File: src/rtl/fcdo_pkg.sv
package fcdo_pkg;

  localparam int SCREEN_WIDTH  = 800;
  localparam int SCREEN_HEIGHT = 480;

  localparam int X_W     = 10;
  localparam int Y_W     = 9;
  localparam int PIX_W   = 16;
  localparam int NDIGITS = 4;
  localparam int BCD_W   = 4 * NDIGITS;

  localparam logic [X_W-1:0] BOX_X0 = X_W'(2);
  localparam logic [X_W-1:0] BOX_X1 = X_W'(51);
  localparam logic [Y_W-1:0] BOX_Y0 = Y_W'(2);
  localparam logic [Y_W-1:0] BOX_Y1 = Y_W'(20);
  localparam logic [X_W-1:0] ORG_X  = X_W'(4);
  localparam logic [Y_W-1:0] ORG_Y  = Y_W'(4);

  localparam logic [PIX_W-1:0] COLOR_WHITE = 16'hFFFF;
  localparam logic [PIX_W-1:0] COLOR_BLACK = 16'h0000;

  typedef logic [BCD_W-1:0] bcd_t;
  typedef logic [3:0]       digit_t;

  typedef struct packed {
    logic in_box;
    logic lit;
  } paint_t;

  localparam logic [2:0] GLYPHS [10][5] = '{
    '{3'h7, 3'h5, 3'h5, 3'h5, 3'h7},
    '{3'h2, 3'h6, 3'h2, 3'h2, 3'h7},
    '{3'h7, 3'h1, 3'h7, 3'h4, 3'h7},
    '{3'h7, 3'h1, 3'h7, 3'h1, 3'h7},
    '{3'h5, 3'h5, 3'h7, 3'h1, 3'h1},
    '{3'h7, 3'h4, 3'h7, 3'h1, 3'h7},
    '{3'h7, 3'h4, 3'h7, 3'h5, 3'h7},
    '{3'h7, 3'h1, 3'h1, 3'h1, 3'h1},
    '{3'h7, 3'h5, 3'h7, 3'h5, 3'h7},
    '{3'h7, 3'h5, 3'h7, 3'h1, 3'h7}
  };

  function automatic digit_t clean_digit(input digit_t d);
    clean_digit = (d > 4'd9) ? 4'd0 : d;
  endfunction

  function automatic logic [2:0] div3(input logic [4:0] v);
    div3 = 3'(v >= 5'd3) + 3'(v >= 5'd6) + 3'(v >= 5'd9) +
           3'(v >= 5'd12) + 3'(v >= 5'd15);
  endfunction

endpackage

File: src/rtl/fcdo_if.sv
interface fcdo_pixel_in_if;
  logic                        valid;
  logic                        ready;
  logic [fcdo_pkg::X_W-1:0]    pixel_x;
  logic [fcdo_pkg::Y_W-1:0]    pixel_y;
  logic [fcdo_pkg::PIX_W-1:0]  pixel_in;
  logic                        frame_end;

  modport source (output valid, pixel_x, pixel_y, pixel_in, frame_end, input ready);
  modport sink   (input valid, pixel_x, pixel_y, pixel_in, frame_end, output ready);
endinterface

interface fcdo_pixel_out_if;
  logic                        valid;
  logic                        ready;
  logic [fcdo_pkg::PIX_W-1:0]  pixel_out;

  modport source (output valid, pixel_out, input ready);
  modport sink   (input valid, pixel_out, output ready);
endinterface

File: src/rtl/fcdo_counter.sv
module fcdo_counter (
  input  logic           clk,
  input  logic           rst,
  input  logic           step,
  output fcdo_pkg::bcd_t digits
);
  import fcdo_pkg::*;

  bcd_t digits_next;

  always_comb begin
    logic   carry;
    digit_t d;
    carry = 1'b1;
    digits_next = '0;
    for (int i = 0; i < NDIGITS; i++) begin
      d = clean_digit(digits[i*4 +: 4]);
      if (carry && d == 4'd9) begin
        d = 4'd0;
      end else begin
        d = d + 4'(carry);
        carry = 1'b0;
      end
      digits_next[i*4 +: 4] = d;
    end
  end

  always_ff @(posedge clk) begin
    if (rst) begin
      digits <= '0;
    end else if (step) begin
      digits <= digits_next;
    end
  end

endmodule

File: src/rtl/fcdo_paint.sv
module fcdo_paint (
  input  logic [fcdo_pkg::X_W-1:0] pixel_x,
  input  logic [fcdo_pkg::Y_W-1:0] pixel_y,
  input  fcdo_pkg::bcd_t           digits,
  output fcdo_pkg::paint_t         paint
);
  import fcdo_pkg::*;

  logic       in_glyph_area;
  logic [5:0] dx;
  logic [4:0] dy;
  logic [1:0] slot;
  logic [3:0] rem;
  logic [2:0] col;
  logic [2:0] row;
  digit_t     d;
  logic [2:0] bits;

  always_comb begin
    paint.in_box = (int'(pixel_x) < SCREEN_WIDTH) && (int'(pixel_y) < SCREEN_HEIGHT) &&
                   pixel_x >= BOX_X0 && pixel_x <= BOX_X1 &&
                   pixel_y >= BOX_Y0 && pixel_y <= BOX_Y1;
    in_glyph_area = pixel_x >= ORG_X && pixel_y >= ORG_Y;

    dx   = 6'(pixel_x - ORG_X);
    dy   = 5'(pixel_y - ORG_Y);
    slot = 2'(dx >= 6'd12) + 2'(dx >= 6'd24) + 2'(dx >= 6'd36);
    rem  = 4'(dx - 6'(slot) * 6'd12);
    col  = div3({1'b0, rem});
    row  = div3(dy);

    d    = clean_digit(digits[(2'(NDIGITS - 1) - slot)*4 +: 4]);
    bits = (row < 3'd5) ? GLYPHS[d][row] : 3'd0;

    paint.lit = in_glyph_area && row < 3'd5 && col < 3'd3 && bits[2'(3'd2 - col)];
  end

endmodule

File: src/rtl/frame_counter_digit_overlay_unit.sv
// Frame counter overlay for an RGB565 pixel stream.
//
// upstream carries one pixel per transfer: pixel_x, pixel_y, pixel_in and
// frame_end. downstream carries the painted pixel_out, one per input pixel,
// in order. While overlay_enable is set, a black box over x 2..51, y 2..20
// holds a white four-digit decimal frame count; other pixels pass through.
// The count advances after a frame_end pixel while enabled; it wraps at 9999.
//
// An upstream transfer reaches pixel_out through one input register, then
// the result register fed by the paint logic and the counter. Throughput is
// one pixel per cycle while downstream is ready; the paint path is a single
// registered pass with no iteration.
//
// Reset clears the count to 0000, sets overlay_enable and empties both
// registers. When downstream stalls, the result register holds and the
// input register still takes one more pixel; upstream ready drops only when
// both are full. Write cfg_wdata with cfg_we only while the stream is idle.
module frame_counter_digit_overlay_unit (
  input  logic              clk,
  input  logic              rst,
  input  logic              cfg_we,
  input  logic              cfg_wdata,
  fcdo_pixel_in_if.sink     upstream,
  fcdo_pixel_out_if.source  downstream
);
  import fcdo_pkg::*;

  logic             overlay_enable;
  logic             stage_valid;
  logic [X_W-1:0]   stage_x;
  logic [Y_W-1:0]   stage_y;
  logic [PIX_W-1:0] stage_pix;
  logic             stage_fend;
  logic             out_valid;
  logic [PIX_W-1:0] out_pix;
  logic [PIX_W-1:0] out_pix_next;
  logic             advance;
  logic             step;
  bcd_t             digits;
  paint_t           paint;

  assign advance        = stage_valid && (!out_valid || downstream.ready);
  assign upstream.ready = !stage_valid || advance;
  assign step           = advance && overlay_enable && stage_fend;

  always_ff @(posedge clk) begin
    if (rst) begin
      overlay_enable <= 1'b1;
    end else if (cfg_we) begin
      overlay_enable <= cfg_wdata;
    end
  end

  always_ff @(posedge clk) begin
    if (rst) begin
      stage_valid <= 1'b0;
    end else if (upstream.ready) begin
      stage_valid <= upstream.valid;
    end
  end

  always_ff @(posedge clk) begin
    if (upstream.valid && upstream.ready) begin
      stage_x    <= upstream.pixel_x;
      stage_y    <= upstream.pixel_y;
      stage_pix  <= upstream.pixel_in;
      stage_fend <= upstream.frame_end;
    end
  end

  fcdo_counter u_counter (
    .clk    (clk),
    .rst    (rst),
    .step   (step),
    .digits (digits)
  );

  fcdo_paint u_paint (
    .pixel_x (stage_x),
    .pixel_y (stage_y),
    .digits  (digits),
    .paint   (paint)
  );

  always_comb begin
    if (overlay_enable && paint.in_box) begin
      out_pix_next = paint.lit ? COLOR_WHITE : COLOR_BLACK;
    end else begin
      out_pix_next = stage_pix;
    end
  end

  always_ff @(posedge clk) begin
    if (rst) begin
      out_valid <= 1'b0;
    end else if (advance) begin
      out_valid <= 1'b1;
    end else if (downstream.ready) begin
      out_valid <= 1'b0;
    end
  end

  always_ff @(posedge clk) begin
    if (advance) begin
      out_pix <= out_pix_next;
    end
  end

  assign downstream.valid     = out_valid;
  assign downstream.pixel_out = out_pix;

endmodule

File: src/flat_wrapper.sv
// flat-port wrapper written by rule: the top's interface ports become plain ports
module frame_counter_digit_overlay_unit_flat import fcdo_pkg::*;
  (clk, rst, cfg_we, cfg_wdata, upstream_valid, upstream_pixel_x, upstream_pixel_y, upstream_pixel_in, upstream_frame_end, upstream_ready, downstream_valid, downstream_pixel_out, downstream_ready);
  fcdo_pixel_in_if upstream_i ();
  fcdo_pixel_out_if downstream_i ();
  input  logic clk;
  input  logic rst;
  input  logic cfg_we;
  input  logic cfg_wdata;
  input wire logic [$bits(upstream_i.valid)-1:0] upstream_valid;
  input wire logic [$bits(upstream_i.pixel_x)-1:0] upstream_pixel_x;
  input wire logic [$bits(upstream_i.pixel_y)-1:0] upstream_pixel_y;
  input wire logic [$bits(upstream_i.pixel_in)-1:0] upstream_pixel_in;
  input wire logic [$bits(upstream_i.frame_end)-1:0] upstream_frame_end;
  output wire logic [$bits(upstream_i.ready)-1:0] upstream_ready;
  output wire logic [$bits(downstream_i.valid)-1:0] downstream_valid;
  output wire logic [$bits(downstream_i.pixel_out)-1:0] downstream_pixel_out;
  input wire logic [$bits(downstream_i.ready)-1:0] downstream_ready;
  assign upstream_i.valid = upstream_valid;
  assign upstream_i.pixel_x = upstream_pixel_x;
  assign upstream_i.pixel_y = upstream_pixel_y;
  assign upstream_i.pixel_in = upstream_pixel_in;
  assign upstream_i.frame_end = upstream_frame_end;
  assign upstream_ready = upstream_i.ready;
  assign downstream_valid = downstream_i.valid;
  assign downstream_pixel_out = downstream_i.pixel_out;
  assign downstream_i.ready = downstream_ready;
  frame_counter_digit_overlay_unit u_core (.clk(clk), .rst(rst), .cfg_we(cfg_we), .cfg_wdata(cfg_wdata), .upstream(upstream_i), .downstream(downstream_i));
endmodule
File: config.mk
export PLATFORM = sky130hd
export DESIGN_NAME = frame_counter_digit_overlay_unit_flat
export DESIGN_NICKNAME = d
export VERILOG_FILES = /design/src/rtl/fcdo_pkg.sv /design/src/rtl/fcdo_if.sv /design/src/rtl/fcdo_counter.sv /design/src/rtl/fcdo_paint.sv /design/src/rtl/frame_counter_digit_overlay_unit.sv /design/src/flat_wrapper.sv
export SDC_FILE = /design/constraint.sdc
export NUM_CORES = 1
export LEC_CHECK = 0
export BUFFER_PORTS_ARGS = -buffer_cell sky130_fd_sc_hd__buf_4
export CELL_PAD_IN_SITES_DETAIL_PLACEMENT = 1
export CELL_PAD_IN_SITES_GLOBAL_PLACEMENT = 1
export CORE_MARGIN = 2
export CORE_UTILIZATION = 48
export CTS_CLUSTER_DIAMETER = 100
export DETAILED_ROUTE_END_ITERATION = 16
export GPL_TIMING_DRIVEN = 0
export PLACE_DENSITY_LB_ADDON = 0.15
export SLEW_MARGIN = 25
export SYNTH_ARGS = -nofsm -noshare
export SYNTH_HDL_FRONTEND = slang
export SYNTH_SLANG_ARGS = --single-unit
File: constraint.sdc
create_clock -name clk -period 7.6 [get_ports clk]
set_input_delay 1.52 -clock clk [delete_from_list [all_inputs] [get_ports clk]]
set_output_delay 1.52 -clock clk [all_outputs]
set_load 0.03 [all_outputs]
======== Yosys cells after proc, flatten, opt, wreduce, memory -nomap -nowiden ========
Memory sizes are Yosys's and may differ from the RTL's.
Index checks and enable logic that the tools add are counted.
operators by class
  $add $sub $neg .......................... 19
  $mul .................................... 1
  order comparisons ....................... 31
  equality and inequality tests ........... 4
  shift operators ......................... 1
  muxes and demuxes ....................... 24
  bitwise gates (word level) .............. 2
  reduce and logical (&&, ||, !) cells .... 22
operators with widths
  kind                                                                                  count
  4-bit two-way mux                                                                     9
  16-bit by 33-bit variable part select with 4-bit output                               1
  16-bit two-way mux                                                                    2
  15-bit two-way mux                                                                    2
  4-bit > comparator, second input constant                                             5
  1-bit logical AND                                                                     17
  4-bit == test, second input constant                                                  4
  4-bit greater-or-equal comparator, second input constant                              4
  5-bit by 4-bit greater-or-equal comparator with 1-bit output, second input constant   3
  3-bit by 1-bit adder with 3-bit output                                                4
  4-bit by 1-bit adder with 4-bit output                                                3
  10-bit by 2-bit greater-or-equal comparator with 1-bit output, second input constant  1
  10-bit by 3-bit greater-or-equal comparator with 1-bit output, second input constant  1
  10-bit by 6-bit less-or-equal comparator with 1-bit output, second input constant     1
  10-bit less-than comparator, second input constant                                    1
  3-bit binary-select mux with 3-bit select                                             1
  9-bit by 2-bit greater-or-equal comparator with 1-bit output, second input constant   1
  9-bit by 3-bit greater-or-equal comparator with 1-bit output, second input constant   1
  9-bit by 5-bit less-or-equal comparator with 1-bit output, second input constant      1
  9-bit less-than comparator, second input constant                                     1
  3-bit two-way mux                                                                     3
  1-bit by 1-bit adder with 2-bit output                                                3
  2-bit by 1-bit adder with 3-bit output                                                2
  6-bit by 4-bit greater-or-equal comparator with 1-bit output, second input constant   1
  other kinds (25)                                                                      32
storage, ports and cells
  register bits after elaboration ......... 71
  memory bits (read-only) ................. 240
  input bits .............................. 42
  output and inout bits ................... 18
  logic and storage cells ................. 114
  memories kept ........................... 1
memories
  name             depth  bits a word  rd ports  clocked after memory_dff  wr ports  RTL line          text
  (no name shown)  16     15           1         0                         0         fcdo_paint.sv:33  bits = (row < 3'd5) ? GLYPHS[d][row] : 3'd0;

======== Depth between registers and ports, before layout ========
  depth after elaboration ................. 21
  depth in mapped cells ................... 23
  gate-level depth less buffers ........... 19

======== Hierarchy ========
A second synthesis with hierarchy kept.
second synthesis, totals
  cells, all modules ...................... 331
  area, all modules ....................... 3832.4 µm²
modules (own cells, without submodules)
  module                            instances  cells an instance  area each (µm²)  sequential area each (µm²)
  frame_counter_digit_overlay_unit  1          87                 1854.3           1621.6
  fcdo_paint                        1          138                1057.3           0.0
  fcdo_counter                      1          106                920.9            320.3

======== Least setup slack after synthesis ========
OpenSTA, ideal clock, no wires.
  path kind ............................... reg2reg
  start point ............................. register u_core.stage_x[2]
  end point ............................... register u_core.out_pix[0], in the netlist u_core.downstream.pixel_out[0] (data pin)
  setup time .............................. 0.265 ns
  data arrival time ....................... 4.424 ns
  data required time ...................... 7.335 ns
  setup slack ............................. 2.911 ns
  stages on the path, launching flop included .. 21
  buffers on the path ..................... 3
  period minus slack after synthesis ...... 4.689 ns
  cells stage by stage .................... edfxtp_1 -> clkbuf_1 -> inv_1 -> ha_1 -> xnor2_1 -> nand3_1 -> nand2_1 -> fa_1 -> xor2_1 -> mux2i_1 -> ha_1 -> inv_1 -> fa_1 -> inv_1 -> fa_1 -> nor2b_1 -> and4b_1 -> buf_2 -> buf_2 -> a21oi_2 -> o21ai_1
between the ends
  word-level cells in the longest chain between the ends .. 21
  elaborated cells on any way between the ends .. 49
  classes of those cells .................. add/sub: 10; mul: 1; order compare: 14; shift: 1; mux: 11; bitwise: 1; reduce/logical: 10; memory: 1
RTL lines
  item                                                                                  RTL line                                 text
  start, declared                                                                       frame_counter_digit_overlay_unit.sv:30   logic [X_W-1:0] stage_x;
  start signal, assigned                                                                frame_counter_digit_overlay_unit.sv:64   stage_x <= upstream.pixel_x;
  branches (longest 20 deep; another with 6-bit by 3-bit subtractor with 6-bit output)  n/a
  16-bit two-way mux (*)                                                                frame_counter_digit_overlay_unit.sv:86   if (overlay_enable && paint.in_box) begin
  net u_core.out_pix_next[0]                                                            frame_counter_digit_overlay_unit.sv:36   logic [PIX_W-1:0] out_pix_next;
  end signal, assigned                                                                  frame_counter_digit_overlay_unit.sv:105  out_pix <= out_pix_next;
  end, declared                                                                         frame_counter_digit_overlay_unit.sv:35   logic [PIX_W-1:0] out_pix;
Mark *: on every way through the listed nets, which the timed path passes. The select of a mux whose other input is x is not followed.
A chain may end at the register's enable or synchronous reset.

======== Worst setup path in the final report ========
  start point ............................. register u_core.stage_x[2]
  end point ............................... register u_core.out_pix[12], in the netlist u_core.downstream.pixel_out[12] (data pin)
The elaborated chain is that of the path after synthesis.

==> key figures <==
CTS
  • TritonCTS clock tree: built
  • Clock latency on the worst-skew pair: approximately 0.35 ns
  • Post_cts resized: 0
  • H-tree Lvls: 3
  • Post-CTS setup buffer count: 0
  • Maximum root-to-sink buffer count: 2
  • CTS Sinks: 71
  • Root Driver: clkbuf_8
  • Clock-pin slew on the worst setup and hold paths: approximately 0.080 ns
  • CTS Hold Bufs: 0
  • CTS buffer count: 9

Flow run
  • Max Cap Violations: 0

Timing
  • Fin. max-slew vios: 0
  • Slew @ Worst Pin: approximately 0.94 ns
  • Tmin final: roughly 5.4 ns
  • Worst slew margin: a little under two fifths
  • Tcrit/Tclk final: a little under three quarters
  • Post-route worst setup slack: between 2 and 2.5 ns
  • Final hold violations: 0
  • Fmax achieved: around 0.18 GHz
  • Setup TNS: 0 ns
  • Final number of setup-violating endpoints: 0
  • Layout Skew: roughly 0.015 ns
  • Hold_ws: 0.517 ns
  • RSZ-0062 raised after global routing: no

Final layout
  • Register area: approximately 0.0019 mm2
  • Layout cell share with drive strength beyond 1: between 20% and 30%
  • # fillers: a little over 900
  • Area delta synth->final: 19.7%
  • Layout Nets: 510
  • ANT cells: 0
  • Area taken by multi-input logic gates: 0.00192 mm2
  • Fin area: 0.00477 mm2

Synth
  • Yosys cell types: a little under 60
  • EDFF count, synth: 52
  • Synth area leader: edfxtp_1
  • Top-count cell post-synth: edfxtp_1
  • Synth warn: 0
  • Post-synthesis area per instance: between 10 and 15 um2
  • Synth Instances: ~370
  • Top cell type's share of synthesized area: around two fifths
  • Synthesized Nets: 439
  • Async SR Flop Fraction: 0%
  • Most area-consuming cells after synthesis: edfxtp_1 (39%), dfxtp_1 (9.5%), ha_1 (6.6%), nor2b_1 (3.6%), a21oi_1 (3.5%)
  • Part of the Yosys area used for sequential elements: 48.7%
  • Flops & latches, synth: slightly above 70
  • Top post-synthesis cells by count: edfxtp_1 (52), nor2_1 (29), a21oi_1 (28), o21ai_0 (24)
  • Top_reg_cell synth: edfxtp_1
  • Mapped Area: roughly 0.004 mm2

Placement
  • Placed inst area: roughly 0.0046 mm2
  • Place WS: around 2.2 ns
  • GP Congestion: ~0.83
  • Port bufs: 58
  • Post-DP HPWL: about 7.5 mm

Critical path
  • Crit path launch type: flop
  • Crit Path Category: reg -> reg
  • FF-to-FF setup slack: roughly 2.2 ns
  • Crit path DAT: 5.64 ns
  • CP required: slightly below 8 ns
  • Crit Path Max Fanout: 10
  • Crit end category: flop

Die
  • Row cnt: 33
  • Die height: between 90 and 100 um
  • I/O Pins: 60
  • Starting Density: between 40% and 50%
  • Die Wd: 95.2 um
  • Core area: roughly 0.0081 mm2
  • Die area: just over 0.009 mm2

Pwr
  • Worst IR Drop VDD: 0.117 mV
  • Final Power: around 1.0 mW
  • Clock share of power: a little under 30%
  • Net Sw Frac: between 30% and 40%
  • Internal power: 0.688 mW
  • Psw: 0.319 mW
  • Gate power share: roughly 27%
  • Pwr dens: between 200 and 250 mW/mm2
  • Leak pwr: 1.83 nW
  • Flop pwr share: 44.1%

GRT
  • Largest net degree at the start of global routing: 33
  • Total GRT Usage: a little under a quarter
  • Total global routing overflow: 0
  • First-pass GRT wire length: roughly 16 mm
  • Antenna violations before repair: 0
  • Vias in the first global route: roughly 3300

Routing
  • DRC: 0
  • Avg WL per Cell: between 15 and 20 um
  • Final WL: ~10 mm
  • DRT antenna net count: 0
  • DR pass1 iterations: 4
  • Via count: about 3200
  • Drt first-iter violations: approximately 130
  • Vias per cell: 5.81

Run status
  • Status: finished clean

Min path
  • Hold Path Class: reg -> reg
[state kept, by name (all words and copies together), names as in the netlist, 9 cells and up]
name	cells
u_core.stage_y	9
u_core.u_counter.digits	16
u_core.downstream.pixel_out	16
u_core.stage_x	10
u_core.stage_pix	16
[layout make-up]
type	count	area share [%]
multi-input cells	270	40.2
inverters	14	1.10
flip-flops and latches	71	40.7
plain buffers	16	1.68
clock inverters	6	1.26
repair buffers	60	9.77
well taps	105	2.75
clock buffers	9	2.59
[path summary, 6_finish.rpt]
kind / to / depth (start not counted) / from
min: u_core.u_counter.digits[8] / 2 / u_core.u_counter.digits[8]
min reg2reg: u_core.u_counter.digits[8] / 2 / u_core.u_counter.digits[8]
max reg2reg: u_core.downstream.pixel_out[12] / 21 / u_core.stage_x[2]
max: u_core.downstream.pixel_out[12] / 21 / u_core.stage_x[2]
[routing by layer]
| metal | global-route usage (%) | routed length, um |
|---|---|---|
| met3 | 4.51 | 396 |
| met1 | 29.6 | 4170 |
| met2 | 41.2 | 5350 |
| met5 | 0 | 0 |
| met4 | 7.97 | 199 |
[worst max-delay path, cell delays in order (launching register included)]
cell and delay [ns]:
edfxtp_1 0.38, clkbuf_1 0.33, inv_1 0.15, ha_1 0.29, xnor2_1 0.17, nand3_1 0.09, nand2_1 0.07, fa_1 0.52
xor2_1 0.49, mux2i_1 0.16, ha_1 0.30, inv_1 0.05, fa_1 0.59, inv_1 0.10, fa_1 0.36, a21oi_1 0.12
and3_1 0.18, and4b_1 0.21, buf_2 0.19, buf_2 0.33, a21oi_2 0.09, o21ai_1 0.11
[stage by stage]
step / utilization (%) / cells
3_3_place_gp: 56.0 / 534
4_1_cts: 58.7 / 551
3_5_place_dp: 56.4 / 536
5_1_grt: 58.7 / 551
6_report: 58.7 / 551
2_1_floorplan: - / 371
[power by group through the flow]
stage / registers [mW] / logic, mW / clock network, mW
6_report: 0.444 / 0.270 / 0.292
5_1_grt: 0.446 / 0.307 / 0.314
4_1_cts: 0.444 / 0.275 / 0.299
3_5_place_dp: 0.453 / 0.273 / 0
3_3_place_gp: 0.452 / 0.259 / 0
2_1_floorplan: 0.458 / 0.182 / 0
[layout by cell type (no fill, tap or decap), drive strengths merged, types with 4 or more instances in the layout]
| master | count |
|---|---|
| a21oi | 38 |
| a22oi | 4 |
| and2 | 5 |
| buf | 68 |
| clkbuf | 17 |
| dfxtp | 19 |
| edfxtp | 52 |
| fa | 5 |
| ha | 21 |
| inv | 15 |
| mux4 | 4 |
| nand2 | 23 |
| nand2b | 5 |
| nand3 | 10 |
| nand4 | 6 |
| nor2 | 29 |
| nor2b | 24 |
| nor3 | 8 |
| nor3b | 4 |
| nor4 | 4 |
| nor4b | 4 |
| o21ai | 34 |
| xnor2 | 5 |
[logic make-up after synthesis]
group | synth area share, %
flip-flops | 48.7
buffers and inverters | 3.33
adder cells (fa/ha/maj) | 9.10
AO/OA/AOI/OAI | 14.4
XOR/XNOR | 1.76
AND/OR/NAND/NOR | 19.6
multiplexers | 3.17
Power figures use the tool's default switching activity.
